## config.mk

```make
export PLATFORM = sky130hd
export DESIGN_NAME = ptm_init
export DESIGN_NICKNAME = d
export VERILOG_FILES = /design/src/sv/assert_macros.svh /design/src/sv/ptm_pkg.sv /design/src/sv/ptm_init.sv
export SDC_FILE = /design/constraint.sdc
export NUM_CORES = 1
export LEC_CHECK = 0
export ABC_CLOCK_PERIOD_IN_PS = 4570
export BUFFER_PORTS_ARGS = -buffer_cell sky130_fd_sc_hd__clkbuf_2
export CAP_MARGIN = 10
export CORE_MARGIN = 1
export CORE_UTILIZATION = 54
export CTS_CLUSTER_SIZE = 14
export DETAILED_ROUTE_END_ITERATION = 8
export GPL_TIMING_DRIVEN = 0
export PLACE_DENSITY = 0.8
export SETUP_SLACK_MARGIN = 0.02
export SLEW_MARGIN = 25
export SYNTH_ARGS = -nofsm -noshare
export SYNTH_HDL_FRONTEND = slang
export SYNTH_SLANG_ARGS = --single-unit
```

## constraint.sdc

```tcl
create_clock -name clock -period 4.57 [get_ports clock]
set_input_delay 0.6855 -clock clock [delete_from_list [all_inputs] [get_ports clock]]
set_output_delay 0.6855 -clock clock [all_outputs]
set_load 0.01 [all_outputs]
```

## src/sv/assert_macros.svh

```systemverilog
// assertion macros shared by the page table block
`ifndef ASSERT_MACROS_SVH
`define ASSERT_MACROS_SVH

// same-cycle implication, held off during reset
`define ASSERT_IMPLIES(label, clk, rst, ante, cons, msg) \
   label: assert property (@(posedge clk) disable iff (rst) (ante) |-> (cons)) \
      else $error(msg);

// next-cycle implication, held off during reset
`define ASSERT_NEXT(label, clk, rst, ante, cons, msg) \
   label: assert property (@(posedge clk) disable iff (rst) (ante) |=> (cons)) \
      else $error(msg);

`endif

```

## src/sv/ptm_pkg.sv

```systemverilog
// constants, types and helpers of the page table map and translate block
package ptm_pkg;

   // sizing
   localparam int TABLE_SLOTS          = 16;
   localparam int IDENTITY_LARGE_PAGES = 32;
   localparam int DIR_ADDR_W           = 10;
   localparam int PTE_IDX_W            = 10;
   localparam int TBL_ENTRIES          = 1024;
   localparam int SLOT_W     = (TABLE_SLOTS > 1) ? $clog2(TABLE_SLOTS) : 1;
   localparam int SLOT_CNT_W = $clog2(TABLE_SLOTS + 1);
   localparam int TBL_ADDR_W = SLOT_W + PTE_IDX_W;
   localparam int SWEEP_LEN  = TABLE_SLOTS * TBL_ENTRIES;

   // operation codes
   localparam logic [1:0] OP_MAP       = 2'd0;
   localparam logic [1:0] OP_UNMAP     = 2'd1;
   localparam logic [1:0] OP_TRANSLATE = 2'd2;

   // status codes
   localparam logic [1:0] ST_OK         = 2'd0;
   localparam logic [1:0] ST_NOT_MAPPED = 2'd1;
   localparam logic [1:0] ST_LARGE      = 2'd2;
   localparam logic [1:0] ST_EXHAUSTED  = 2'd3;

   // entry flag bits
   localparam int F_PRESENT = 0;
   localparam int F_LARGE   = 7;
   localparam logic [11:0] PTE_PRESENT_MASK = 12'h001;
   localparam logic [31:0] DIR_TABLE_FLAGS  = 32'h0000_0003;
   localparam logic [21:0] DIR_LARGE_FLAGS  = 22'h00_0083;

   // memory port bundles driven by the walker
   typedef struct packed {
      logic                  we;
      logic [DIR_ADDR_W-1:0] waddr;
      logic [31:0]           wdata;
      logic                  re;
      logic [DIR_ADDR_W-1:0] raddr;
   } dir_port_type;

   typedef struct packed {
      logic                  we;
      logic [TBL_ADDR_W-1:0] waddr;
      logic [31:0]           wdata;
      logic                  re;
      logic [TBL_ADDR_W-1:0] raddr;
   } tbl_port_type;

   // clearing pass status
   typedef struct packed {
      logic                  busy;
      logic [TBL_ADDR_W-1:0] idx;
   } sweep_type;

   // directory contents after reset: identity large pages at the bottom
   function automatic logic [31:0] dir_reset_entry(input logic [DIR_ADDR_W-1:0] i);
      logic [31:0] entry;
      entry = 32'h0;
      if ({1'b0, i} < (DIR_ADDR_W + 1)'(IDENTITY_LARGE_PAGES)) begin
         entry = {i, DIR_LARGE_FLAGS};
      end
      return entry;
   endfunction

endpackage

```

## src/sv/ptm_init.sv

```systemverilog
// clearing pass counter that runs once after reset
module ptm_init import ptm_pkg::*; (
   input  logic      clock,
   input  logic      reset,
   output sweep_type sweep
);

   logic [TBL_ADDR_W-1:0] idx_ff, idx_in;
   logic                  busy_ff, busy_in;

   // step through every table entry, the directory rides along the first rows
   always_comb begin
      idx_in  = idx_ff;
      busy_in = busy_ff;
      if (busy_ff) begin
         if (idx_ff == TBL_ADDR_W'(SWEEP_LEN - 1)) begin
            busy_in = 1'b0;
         end else begin
            idx_in = idx_ff + 1'b1;
         end
      end
   end

   always_ff @(posedge clock) begin
      if (reset) begin
         idx_ff  <= '0;
         busy_ff <= 1'b1;
      end else begin
         idx_ff  <= idx_in;
         busy_ff <= busy_in;
      end
   end

   assign sweep.busy = busy_ff;
   assign sweep.idx  = idx_ff;

endmodule

```

==> metrics <==
slew margin rel.=69.60%; CTS Hold Buffers Added=0; met2 usage=40.98%; final std cells w/o fill=118; final wirelength=1625 um; TritonCTS buffer count=3; gate family responsible for the most delay along the worst path=simple AND/OR/NAND/NOR gates; die area=0.001558 mm2; slowest cell on the critical path=dfxtp_1; Req. time, crit path=4.78 ns; Fin Clk Skew=0.003182 ns; number of DRC markers in iteration 0=14; crit path cell chain=ha_1 > nand4_1 > or2_1 > or4_1 > a21oi_1; clock root buffer=clkbuf_4; Worst-path clk slew=0.09 ns; Final Hold Viols=0; maximum fanout along the worst path=6; initial antenna violation count=0; H-tree levels=1; Synth cell types=33; placed cells=114; number of remaining DRC errors=0; Starting Density=58.27%; PostCTS Resize Cnt=0; CP Data Arrival Time=2.01 ns; final setup margin=2.767 ns; Place WS=2.814 ns; vias per cell=6.237; Mapped Area=758.2 um2; total global-route track usage=25.15%; DP Wirelength=1161 um; Congestion Overflow GR=0; area growth from synthesis to layout=16.50%; CTS tree=done; final net count=107; Ant. Diodes=0; fmax=0.5547 GHz; Post-DP Area=857.1 um2; Post-Synthesis Cells=83; share of post-route cells with drive strength above 1=25.24%; number of max-cap violations=0; maximum root-to-sink buffer count=2; Buf/Inv on CP=0; Post-CTS Setup Bufs=0; most frequent cells in the layout=16 x clkbuf_2, 15 x dfxtp_1, 10 x a21oi_1; fin. max-slew vios=0; max incr delay on CP=0.41 ns; register area share after synthesis=39.60%; die width=39.47 um; I/O pin total=17; GR Layer Usage met1=31.62%; most common cell after layout, fill and taps aside=clkbuf_2; Clk Latency, worst-skew pair=0.27 ns; pin count of the biggest net entering global routing=11; yosys warns=0; via count=736; Setup crit end kind=flip-flop; overall power=219.4 uW; Setup Crit Path Kind=flip-flop to flip-flop; Post-Syn Nets=86; TritonRoute pass-1 iters=4; TNS Setup=0 ns; final instance area=883.3 um2; vias in the first global route=628; FF-to-FF setup slack=2.77 ns; Core ar.=0.001301 mm2; Die Y=39.47 um; Mean Syn Cell Area=9.135 um2; routed len/inst=13.77 um; RSZ-0062 raised after global routing=false; period utilization=39.45%; Setup violations, final=0; Main synth FF type=dfxtp_1; first-pass GRT wire length=2642 um; Fin Hold WS=0.5333 ns; Final Util=67.88%; final-layout fill cell count=117; status=complete, no violations; PortBufs=16; Peak supply drop=0.1878 mV; synthesis-stage register bit count=15; Worst-Margin Slew=0.4511 ns; P_leak=0.3349 nW; clock tree sinks=15; GP Congestion=0.8274; Setup crit start kind=flip-flop; row count=13; area of the multi-input gates=427.9 um2; met3 GRT Util=5.114%; gr busiest metal=met2; power per cell area=248.4 mW/mm2; ANT nets after route=0; Hold/Removal Path Class=flip-flop to flip-flop; final worst path period need=1.803 ns; share of synthesized flip-flops with an asynchronous set or reset=0%; EDFF count, synth=0; sequential cell area=300.3 um2
metal layers:
| layer | wire (um) | vias to the layer above |
|---|---|---|
| met5 | 0 | - |
| met4 | 20 | 0 |
| met3 | 60 | 4 |
| met2 | 755 | 25 |
| met1 | 789 | 342 |
| li1 | - | 365 |
logic make-up (layout without fill, tap and decap cells):
family	after synthesis	in the layout	share of synthesized area (%)
mux	1	1	1.320
fa+ha+maj	1	1	1.650
buf+inv	5	25	3.961
flops	15	15	39.60
compound gates	23	23	19.14
simple gates	37	37	33.17
xor+xnor	1	1	1.155
Yosys cell counts, drive strengths merged, types with 2 or more instances:
cell,instances,share of area [%]
a21oi,10,6.6
buf,2,2.5
clkbuf,2,0.99
dfxtp,15,40
nand2,6,3.0
nand3,3,2.0
nand4,5,6.1
nor2,3,1.5
nor3,2,2.0
nor4,2,3.6
o21ai,4,2.6
o31ai,6,5.9
or2,2,1.7
or3,4,3.3
or4,5,5.0
registers in the layout, summed over array words and instances, names as in the netlist:
signal and flops:
busy_ff 1, idx_ff 14
path summary, 6_finish.rpt:
kind | cells after the start | to | start
setup / recovery | 5 | idx_ff[10]$_SDFFE_PP0P_ | idx_ff[0]$_SDFFE_PP0P_
hold / removal | 1 | idx_ff[12]$_SDFFE_PP0P_ | idx_ff[12]$_SDFFE_PP0P_
setup reg to reg | 5 | idx_ff[10]$_SDFFE_PP0P_ | idx_ff[0]$_SDFFE_PP0P_
hold reg to reg | 1 | idx_ff[12]$_SDFFE_PP0P_ | idx_ff[12]$_SDFFE_PP0P_
power breakdown:
| group | switching (mW) | total, mW | internal, mW |
|---|---|---|---|
| clock network | 0.0393 | 0.0731 | 0.0338 |
| registers | 0.00253 | 0.135 | 0.133 |
| logic | 0.00654 | 0.0110 | 0.00447 |
| total | 0.0484 | 0.219 | 0.171 |
area by class of cell:
type,instances,share of cell area [%]
well taps,15,2.125
inverters,1,0.4249
flip-flops and latches,15,33.99
plain buffers,4,2.975
repair buffers,16,9.065
multi-input cells,63,48.44
clock buffers,4,2.975
Power figures use the tool's default switching activity.
