<file path="config.mk">
export PLATFORM = sky130hd
export DESIGN_NAME = ptm_walk_flat
export DESIGN_NICKNAME = d
export VERILOG_FILES = /design/src/sv/ptm_pkg.sv /design/src/sv/ptm_if.sv /design/src/sv/ptm_walk.sv /design/src/flat_wrapper.sv
export VERILOG_INCLUDE_DIRS = /design/src /design/src/sv
export SDC_FILE = /design/constraint.sdc
export NUM_CORES = 1
export LEC_CHECK = 0
export BUFFER_PORTS_ARGS = -buffer_cell sky130_fd_sc_hd__clkbuf_2
export CORE_AREA = 2 2 122 124
export DETAILED_ROUTE_END_ITERATION = 8
export DIE_AREA = 0 0 124 126
export PLACE_DENSITY = 0.68
export SLEW_MARGIN = 40
export SYNTH_ARGS = -nofsm -noshare
export SYNTH_HDL_FRONTEND = slang
export SYNTH_SLANG_ARGS = --single-unit
</file>
<file path="constraint.sdc">
create_clock -name clock -period 9.7 [get_ports clock]
set_clock_uncertainty 0.15 [all_clocks]
set_input_delay 2.91 -clock clock [delete_from_list [all_inputs] [get_ports clock]]
set_output_delay 2.91 -clock clock [all_outputs]
set_load 0.02 [all_outputs]
</file>
<file path="src/sv/assert_macros.svh">
// assertion macros shared by the page table block
`ifndef ASSERT_MACROS_SVH
`define ASSERT_MACROS_SVH

// same-cycle implication, held off during reset
`define ASSERT_IMPLIES(label, clk, rst, ante, cons, msg) \
   label: assert property (@(posedge clk) disable iff (rst) (ante) |-> (cons)) \
      else $error(msg);

// next-cycle implication, held off during reset
`define ASSERT_NEXT(label, clk, rst, ante, cons, msg) \
   label: assert property (@(posedge clk) disable iff (rst) (ante) |=> (cons)) \
      else $error(msg);

`endif

</file>
<file path="src/sv/ptm_pkg.sv">
// constants, types and helpers of the page table map and translate block
package ptm_pkg;

   // sizing
   localparam int TABLE_SLOTS          = 16;
   localparam int IDENTITY_LARGE_PAGES = 32;
   localparam int DIR_ADDR_W           = 10;
   localparam int PTE_IDX_W            = 10;
   localparam int TBL_ENTRIES          = 1024;
   localparam int SLOT_W     = (TABLE_SLOTS > 1) ? $clog2(TABLE_SLOTS) : 1;
   localparam int SLOT_CNT_W = $clog2(TABLE_SLOTS + 1);
   localparam int TBL_ADDR_W = SLOT_W + PTE_IDX_W;
   localparam int SWEEP_LEN  = TABLE_SLOTS * TBL_ENTRIES;

   // operation codes
   localparam logic [1:0] OP_MAP       = 2'd0;
   localparam logic [1:0] OP_UNMAP     = 2'd1;
   localparam logic [1:0] OP_TRANSLATE = 2'd2;

   // status codes
   localparam logic [1:0] ST_OK         = 2'd0;
   localparam logic [1:0] ST_NOT_MAPPED = 2'd1;
   localparam logic [1:0] ST_LARGE      = 2'd2;
   localparam logic [1:0] ST_EXHAUSTED  = 2'd3;

   // entry flag bits
   localparam int F_PRESENT = 0;
   localparam int F_LARGE   = 7;
   localparam logic [11:0] PTE_PRESENT_MASK = 12'h001;
   localparam logic [31:0] DIR_TABLE_FLAGS  = 32'h0000_0003;
   localparam logic [21:0] DIR_LARGE_FLAGS  = 22'h00_0083;

   // memory port bundles driven by the walker
   typedef struct packed {
      logic                  we;
      logic [DIR_ADDR_W-1:0] waddr;
      logic [31:0]           wdata;
      logic                  re;
      logic [DIR_ADDR_W-1:0] raddr;
   } dir_port_type;

   typedef struct packed {
      logic                  we;
      logic [TBL_ADDR_W-1:0] waddr;
      logic [31:0]           wdata;
      logic                  re;
      logic [TBL_ADDR_W-1:0] raddr;
   } tbl_port_type;

   // clearing pass status
   typedef struct packed {
      logic                  busy;
      logic [TBL_ADDR_W-1:0] idx;
   } sweep_type;

   // directory contents after reset: identity large pages at the bottom
   function automatic logic [31:0] dir_reset_entry(input logic [DIR_ADDR_W-1:0] i);
      logic [31:0] entry;
      entry = 32'h0;
      if ({1'b0, i} < (DIR_ADDR_W + 1)'(IDENTITY_LARGE_PAGES)) begin
         entry = {i, DIR_LARGE_FLAGS};
      end
      return entry;
   endfunction

endpackage

</file>
<file path="src/sv/ptm_if.sv">
// request and response channel interfaces
interface ptm_req_if ();
   logic        valid;
   logic        ready;
   logic [1:0]  op;
   logic [31:0] virt_addr;
   logic [31:0] phys_addr;
   logic [11:0] entry_flags;

   modport source (output valid, op, virt_addr, phys_addr, entry_flags, input ready);
   modport sink (input valid, op, virt_addr, phys_addr, entry_flags, output ready);
endinterface

interface ptm_rsp_if ();
   logic        valid;
   logic        ready;
   logic [31:0] phys_out;
   logic [1:0]  status;
   logic        tlb_invalidate;

   modport source (output valid, phys_out, status, tlb_invalidate, input ready);
   modport sink (input valid, phys_out, status, tlb_invalidate, output ready);
endinterface

</file>
<file path="src/sv/ptm_walk.sv">
// request sequencer: directory read, table read or write-back, response word
`include "assert_macros.svh"
module ptm_walk import ptm_pkg::*; (
   input  logic          clock,
   input  logic          reset,
   input  sweep_type     sweep,
   ptm_req_if.sink       req_bus,
   ptm_rsp_if.source     rsp_bus,
   output dir_port_type  dir_port,
   input  logic [31:0]   dir_rdata,
   output tbl_port_type  tbl_port,
   input  logic [31:0]   tbl_rdata
);

   typedef enum logic [1:0] {S_IDLE, S_DIR, S_TBL} state_type;

   state_type             state_ff, state_in;
   logic [1:0]            op_ff, op_in;
   logic [31:0]           va_ff, va_in;
   logic [31:0]           pa_ff, pa_in;
   logic [11:0]           fl_ff, fl_in;
   logic [SLOT_CNT_W-1:0] next_free_ff, next_free_in;
   logic                  rsp_valid_ff, rsp_valid_in;
   logic [31:0]           phys_ff, phys_in;
   logic [1:0]            status_ff, status_in;
   logic                  inval_ff, inval_in;

   logic                  accept;
   logic                  rsp_free;
   logic                  de_present;
   logic                  de_large;
   logic                  pool_empty;
   logic [SLOT_W-1:0]     cur_slot;
   logic [SLOT_W-1:0]     new_slot;
   logic [PTE_IDX_W-1:0]  ti;
   logic                  need_tbl;
   logic                  alloc;
   logic                  pte_we;
   logic [31:0]           pte_data;
   logic [31:0]           res_phys;
   logic [1:0]            res_status;
   logic                  res_inval;
   logic                  finish_dir;
   logic                  dir_we;

   // handshake and directory entry decode
   assign req_bus.ready = (state_ff == S_IDLE) && !sweep.busy;
   assign accept        = req_bus.valid && req_bus.ready;
   assign rsp_free      = !rsp_valid_ff || rsp_bus.ready;
   assign de_present    = dir_rdata[F_PRESENT];
   assign de_large      = dir_rdata[F_LARGE];
   assign pool_empty    = next_free_ff >= SLOT_CNT_W'(TABLE_SLOTS);
   assign cur_slot      = dir_rdata[12 +: SLOT_W];
   assign new_slot      = next_free_ff[SLOT_W-1:0];
   assign ti            = va_ff[21:12];

   // per-operation decision once the directory entry is in
   always_comb begin
      res_phys   = 32'h0;
      res_status = ST_OK;
      res_inval  = 1'b0;
      need_tbl   = 1'b0;
      alloc      = 1'b0;
      pte_we     = 1'b0;
      pte_data   = 32'h0;
      unique case (op_ff)
         OP_MAP: begin
            if (de_large) begin
               res_status = ST_LARGE;
            end else if (!de_present && pool_empty) begin
               res_status = ST_EXHAUSTED;
            end else begin
               alloc     = !de_present;
               pte_we    = 1'b1;
               pte_data  = {pa_ff[31:12], fl_ff | PTE_PRESENT_MASK};
               res_inval = 1'b1;
            end
         end
         OP_UNMAP: begin
            if (!de_present) begin
               res_status = ST_NOT_MAPPED;
            end else if (de_large) begin
               res_status = ST_LARGE;
            end else begin
               pte_we    = 1'b1;
               res_inval = 1'b1;
            end
         end
         OP_TRANSLATE: begin
            if (!de_present) begin
               res_status = ST_NOT_MAPPED;
            end else if (de_large) begin
               res_phys = {dir_rdata[31:22], va_ff[21:0]};
            end else begin
               need_tbl = 1'b1;
            end
         end
         default: begin
         end
      endcase
   end

   assign finish_dir = (state_ff == S_DIR) && !need_tbl && rsp_free;
   assign dir_we     = sweep.busy ? (sweep.idx[TBL_ADDR_W-1:DIR_ADDR_W] == '0)
                                  : (finish_dir && alloc);

   // directory port: read on accept, write for the sweep or a new table
   always_comb begin
      dir_port.re    = accept;
      dir_port.raddr = req_bus.virt_addr[31:22];
      dir_port.we    = dir_we;
      if (sweep.busy) begin
         dir_port.waddr = sweep.idx[DIR_ADDR_W-1:0];
         dir_port.wdata = dir_reset_entry(sweep.idx[DIR_ADDR_W-1:0]);
      end else begin
         dir_port.waddr = va_ff[31:22];
         dir_port.wdata = (32'(new_slot) << 12) | DIR_TABLE_FLAGS;
      end
   end

   // table port: read for a walk, write for map, unmap or the sweep
   always_comb begin
      tbl_port.re    = (state_ff == S_DIR) && need_tbl;
      tbl_port.raddr = {cur_slot, ti};
      if (sweep.busy) begin
         tbl_port.we    = 1'b1;
         tbl_port.waddr = sweep.idx;
         tbl_port.wdata = 32'h0;
      end else begin
         tbl_port.we    = finish_dir && pte_we;
         tbl_port.waddr = {alloc ? new_slot : cur_slot, ti};
         tbl_port.wdata = pte_data;
      end
   end

   // sequencer and response register next values
   always_comb begin
      state_in     = state_ff;
      op_in        = op_ff;
      va_in        = va_ff;
      pa_in        = pa_ff;
      fl_in        = fl_ff;
      next_free_in = next_free_ff;
      rsp_valid_in = rsp_valid_ff;
      phys_in      = phys_ff;
      status_in    = status_ff;
      inval_in     = inval_ff;
      if (rsp_bus.ready) begin
         rsp_valid_in = 1'b0;
      end
      unique case (state_ff)
         S_IDLE: begin
            if (accept) begin
               op_in    = req_bus.op;
               va_in    = req_bus.virt_addr;
               pa_in    = req_bus.phys_addr;
               fl_in    = req_bus.entry_flags;
               state_in = S_DIR;
            end
         end
         S_DIR: begin
            if (need_tbl) begin
               state_in = S_TBL;
            end else if (rsp_free) begin
               rsp_valid_in = 1'b1;
               phys_in      = res_phys;
               status_in    = res_status;
               inval_in     = res_inval;
               if (alloc) begin
                  next_free_in = next_free_ff + 1'b1;
               end
               state_in = S_IDLE;
            end
         end
         S_TBL: begin
            if (rsp_free) begin
               rsp_valid_in = 1'b1;
               inval_in     = 1'b0;
               if (tbl_rdata[F_PRESENT]) begin
                  phys_in   = {tbl_rdata[31:12], va_ff[11:0]};
                  status_in = ST_OK;
               end else begin
                  phys_in   = 32'h0;
                  status_in = ST_NOT_MAPPED;
               end
               state_in = S_IDLE;
            end
         end
         default: begin
            state_in = S_IDLE;
         end
      endcase
   end

   always_ff @(posedge clock) begin
      if (reset) begin
         state_ff     <= S_IDLE;
         next_free_ff <= '0;
         rsp_valid_ff <= 1'b0;
      end else begin
         state_ff     <= state_in;
         next_free_ff <= next_free_in;
         rsp_valid_ff <= rsp_valid_in;
      end
      op_ff     <= op_in;
      va_ff     <= va_in;
      pa_ff     <= pa_in;
      fl_ff     <= fl_in;
      phys_ff   <= phys_in;
      status_ff <= status_in;
      inval_ff  <= inval_in;
   end

   // response word
   assign rsp_bus.valid          = rsp_valid_ff;
   assign rsp_bus.phys_out       = phys_ff;
   assign rsp_bus.status         = status_ff;
   assign rsp_bus.tlb_invalidate = inval_ff;

   `ASSERT_IMPLIES(a_no_req_in_sweep, clock, reset, sweep.busy, !req_bus.ready, "request taken during clearing pass")
   `ASSERT_NEXT(a_accept_reads_dir, clock, reset, accept, state_ff == S_DIR, "accepted word did not move to directory step")
   `ASSERT_IMPLIES(a_pool_bound, clock, reset, 1'b1, next_free_ff <= SLOT_CNT_W'(TABLE_SLOTS), "slot pool counter overran")
   `ASSERT_IMPLIES(a_alloc_only_absent, clock, reset, dir_we && !sweep.busy, op_ff == OP_MAP && !de_present, "directory written for a present entry")

endmodule

</file>
<file path="src/flat_wrapper.sv">
// flat-port wrapper written by rule: the top's interface ports become plain ports
module ptm_walk_flat import ptm_pkg::*;
  (clock, reset, sweep, dir_port, dir_rdata, tbl_port, tbl_rdata, req_bus_valid, req_bus_op, req_bus_virt_addr, req_bus_phys_addr, req_bus_entry_flags, req_bus_ready, rsp_bus_valid, rsp_bus_phys_out, rsp_bus_status, rsp_bus_tlb_invalidate, rsp_bus_ready);
  ptm_req_if req_bus_i ();
  ptm_rsp_if rsp_bus_i ();
  input  logic clock;
  input  logic reset;
  input  sweep_type sweep;
  output dir_port_type dir_port;
  input  logic [31:0] dir_rdata;
  output tbl_port_type tbl_port;
  input  logic [31:0] tbl_rdata;
  input wire logic [$bits(req_bus_i.valid)-1:0] req_bus_valid;
  input wire logic [$bits(req_bus_i.op)-1:0] req_bus_op;
  input wire logic [$bits(req_bus_i.virt_addr)-1:0] req_bus_virt_addr;
  input wire logic [$bits(req_bus_i.phys_addr)-1:0] req_bus_phys_addr;
  input wire logic [$bits(req_bus_i.entry_flags)-1:0] req_bus_entry_flags;
  output wire logic [$bits(req_bus_i.ready)-1:0] req_bus_ready;
  output wire logic [$bits(rsp_bus_i.valid)-1:0] rsp_bus_valid;
  output wire logic [$bits(rsp_bus_i.phys_out)-1:0] rsp_bus_phys_out;
  output wire logic [$bits(rsp_bus_i.status)-1:0] rsp_bus_status;
  output wire logic [$bits(rsp_bus_i.tlb_invalidate)-1:0] rsp_bus_tlb_invalidate;
  input wire logic [$bits(rsp_bus_i.ready)-1:0] rsp_bus_ready;
  assign req_bus_i.valid = req_bus_valid;
  assign req_bus_i.op = req_bus_op;
  assign req_bus_i.virt_addr = req_bus_virt_addr;
  assign req_bus_i.phys_addr = req_bus_phys_addr;
  assign req_bus_i.entry_flags = req_bus_entry_flags;
  assign req_bus_ready = req_bus_i.ready;
  assign rsp_bus_valid = rsp_bus_i.valid;
  assign rsp_bus_phys_out = rsp_bus_i.phys_out;
  assign rsp_bus_status = rsp_bus_i.status;
  assign rsp_bus_tlb_invalidate = rsp_bus_i.tlb_invalidate;
  assign rsp_bus_i.ready = rsp_bus_ready;
  ptm_walk u_core (.clock(clock), .reset(reset), .sweep(sweep), .req_bus(req_bus_i), .rsp_bus(rsp_bus_i), .dir_port(dir_port), .dir_rdata(dir_rdata), .tbl_port(tbl_port), .tbl_rdata(tbl_rdata));
endmodule
</file>
==> impl_metrics.env <==
export IMPL_outcome="completed"
export IMPL_cts_tree="built"
export IMPL_synthCells=397
export IMPL_slew_viol_final=0
export IMPL_grt_pass1_wl_um=19000
export IMPL_final_cells=806
export IMPL_clkPwrFrac_pct=36.5
export IMPL_detail_route_antenna_nets=0
export IMPL_gr_usage_all_layers_pct=16.4
export IMPL_grt_max_degree=66
export IMPL_crit_fanout=51
export IMPL_drt_pass1_iterations=4
export IMPL_period_needed_ps=7700
export IMPL_ios=314
export IMPL_hpwl_um=10100
export IMPL_crit_required_ps=6640
export IMPL_yosysMostFrequentCell="edfxtp_1"
export IMPL_io_buffer_count=253
export IMPL_yosysTopAreaCellShare_pct=60.3
export IMPL_seqPwrFrac_pct=51.4
export IMPL_crit_buf_inv=4
export IMPL_cp_startpoint="sweep[14]"
export IMPL_viasPerCell=4.68
export IMPL_placedCellCount=789
export IMPL_synth_area_mm2=0.00498
export IMPL_peakVddDrop_mv=0.0903
export IMPL_wl_um=13200
export IMPL_ff2ff_setup_slack_ps=7480
export IMPL_cts_path_max_buffers=2
export IMPL_initial_utilization_pct=34.8
export IMPL_rr_startpoint="u_core.state_ff[1]$_SDFFE_PP0P_"
export IMPL_fmax_ghz=0.130
export IMPL_switching_share_pct=25.4
export IMPL_insertedDiodeCount=0
export IMPL_crit_path_end_kind="output pin"
export IMPL_drc_errors=0
export IMPL_rsz0062_at_grt="false"
export IMPL_tns_ps=0
export IMPL_yosysTopAreaCell="edfxtp_1"
export IMPL_p_sw_uw=266
export IMPL_fillCellCount=1317
export IMPL_relSlewSlack_pct=47.3
export IMPL_combPwrFrac_pct=12.1
export IMPL_reg2reg_to="u_core.rsp_bus.phys_out[1]$_DFFE_PP_"
export IMPL_ys_seq_area_share_pct=63.6
export IMPL_synth_common_cells="100 x edfxtp_1, 51 x and2_1, 48 x buf_4"
export IMPL_final_hold_viol_count=0
export IMPL_path_class="in2out"
export IMPL_cp_arrival_ps=4640
export IMPL_root_buffer="clkbuf_16"
export IMPL_drv_cap=0
export IMPL_rr_worst_depth=6
export IMPL_max_stage_delay_ps=600
export IMPL_worst_pin_slew_ps=790
export IMPL_yosysWarningCount=0
export IMPL_ys_top_cells_by_area="edfxtp_1 60%, buf_4 7.2%, and2_1 6.4%, a22o_1 3.5%, dfxtp_1 3.2%"
export IMPL_critical_path_cell_chain="buf_2 -> nor4b_4 -> buf_4 -> buf_4 -> and2_1 -> clkbuf_2"
export IMPL_hold_path_class="reg2reg"
export IMPL_synth_edff_count=100
export IMPL_hold_depth=1
export IMPL_core_area_mm2=0.0143
export IMPL_syn_to_final_growth_pct=30.7
export IMPL_period_share_pct=79.4
export IMPL_drive_above_1_share_pct=45.7
export IMPL_cts_setup_buffers=0
export IMPL_cp_common_cell="buf_4"
export IMPL_path_clk_slew_ps=70
export IMPL_fin_nets=783
export IMPL_antenna_found_initial=0
export IMPL_setup_viol=0
export IMPL_htreeDepth=3
export IMPL_powerDensity_mw_per_mm2=161
export IMPL_fp_dieH_um=126
export IMPL_row_count=44
export IMPL_post_drt_wl_per_cell_um=16.3
export IMPL_cts_buffers=9
export IMPL_synthArstFlopShare_pct=0
export IMPL_place_congestion=0.856
export IMPL_vias=3774
export IMPL_die_area_mm2=0.0156
export IMPL_holdBufCountCts=0
export IMPL_cts_resized=0
export IMPL_first_iter_violations=241
export IMPL_power_internal_uw=780
export IMPL_die_w_um=124
export IMPL_clkLatencyLatePin_ps=350
export IMPL_critPathCapture="tbl_port[40]"
export IMPL_critPathTopFamily="buffers and inverters"
export IMPL_synth_cell_types=42
export IMPL_cts_num_sinks=108
export IMPL_synth_seq_cells=108
export IMPL_critPathLaunchType="input pin"
export IMPL_p_leak_uw=0.00295
export IMPL_syn_avg_cell_area_um2=12.5
export IMPL_grt_overflow_total=0
export IMPL_synth_ff_type="edfxtp_1"
export IMPL_grt_pass1_vias=3714
export IMPL_cp_depth=6
export IMPL_worst_path_max_delay_cell="nor4b_4"
[logic make-up (layout without fill, tap and decap cells)]
logic type | after synthesis | in the layout | share of synthesized area [%]
other | 1 | 20 | 0.0754
flip-flops | 108 | 108 | 63.6
AND/OR/NAND/NOR | 111 | 111 | 13.5
adder cells (fa/ha/maj) | 5 | 5 | 1.26
multiplexers | 2 | 2 | 0.453
buffers and inverters | 95 | 301 | 11.0
AO/OA/AOI/OAI | 75 | 75 | 10.2
[area by class of cell]
class                           count  area, µm²  area share (%)
Inverter                           28        105            1.62
Multi-Input combinational cell    213       1370            21.0
Clock buffer                       10        229            3.52
Sequential cell                   108       3160            48.6
Tap cell                          184        230            3.54
Timing Repair Buffer              257       1330            20.4
Clock inverter                      6       78.8            1.21
[layout by cell type, fill, tap and decap left out, drive strengths merged, types with 5 or more instances in the layout]
master / n
clkbuf: 262
edfxtp: 100
and2: 51
inv: 31
o21ai: 29
a22o: 20
conb: 20
nor2b: 14
nand2: 14
nor2: 11
dfxtp: 8
a21oi: 7
a31oi: 5
ha: 5
buf: 5
[worst min path at each step]
stage	start	endpoint	slack (ps)
floorplan	u_core.next_free_ff[1]$_SDFFE_PP0P_	u_core.next_free_ff[1]$_SDFFE_PP0P_	330
global placement	u_core.va_ff[2]$_DFFE_PP_	u_core.rsp_bus.phys_out[2]$_DFFE_PP_	350
detailed placement	u_core.va_ff[3]$_DFFE_PP_	u_core.rsp_bus.phys_out[3]$_DFFE_PP_	350
finish	u_core.va_ff[3]$_DFFE_PP_	u_core.rsp_bus.phys_out[3]$_DFFE_PP_	370
CTS	u_core.va_ff[3]$_DFFE_PP_	u_core.rsp_bus.phys_out[3]$_DFFE_PP_	370
global route	u_core.va_ff[11]$_DFFE_PP_	u_core.rsp_bus.phys_out[11]$_DFFE_PP_	390
[state kept, by name, indices dropped and copies added (netlist names)]
register                       count
u_core.rsp_bus.valid               1
u_core.rsp_bus.status              2
u_core.state_ff                    2
u_core.va_ff                      32
u_core.next_free_ff                5
u_core.op_ff                       2
u_core.rsp_bus.phys_out           32
u_core.rsp_bus.tlb_invalidate      1
u_core.fl_ff                      11
u_core.pa_ff                      20
[per-layer routing]
layer,vias to the layer above,global-route usage [%],share of wire [%]
li1,1790,-,-
met4,0,7.27,2.5
met3,20,3.44,7.8
met2,206,29.3,52
met1,1758,18.6,38
met5,-,0,0
[through the flow]
step	power (µW)	hold slack, ps	utilization [%]	cell area, µm²	setup WS [ps]
floorplan	627	326	-	5050	2510
global placement	670	352	42.8	6120	1620
detailed placement	675	353	43.1	6170	1760
CTS	1060	372	45.3	6480	1760
global route	1090	391	45.4	6500	1830
finish	1050	373	45.4	6500	2000
[power by group through the flow]
stage	Combinational [µW]	Clock [µW]	Sequential [µW]
after global placement	121	0	549
final	126	383	538
after detailed placement	126	0	549
after global routing	137	412	540
after CTS	126	395	539
after floorplan	73.4	0	554
Power figures use the tool's default switching activity.
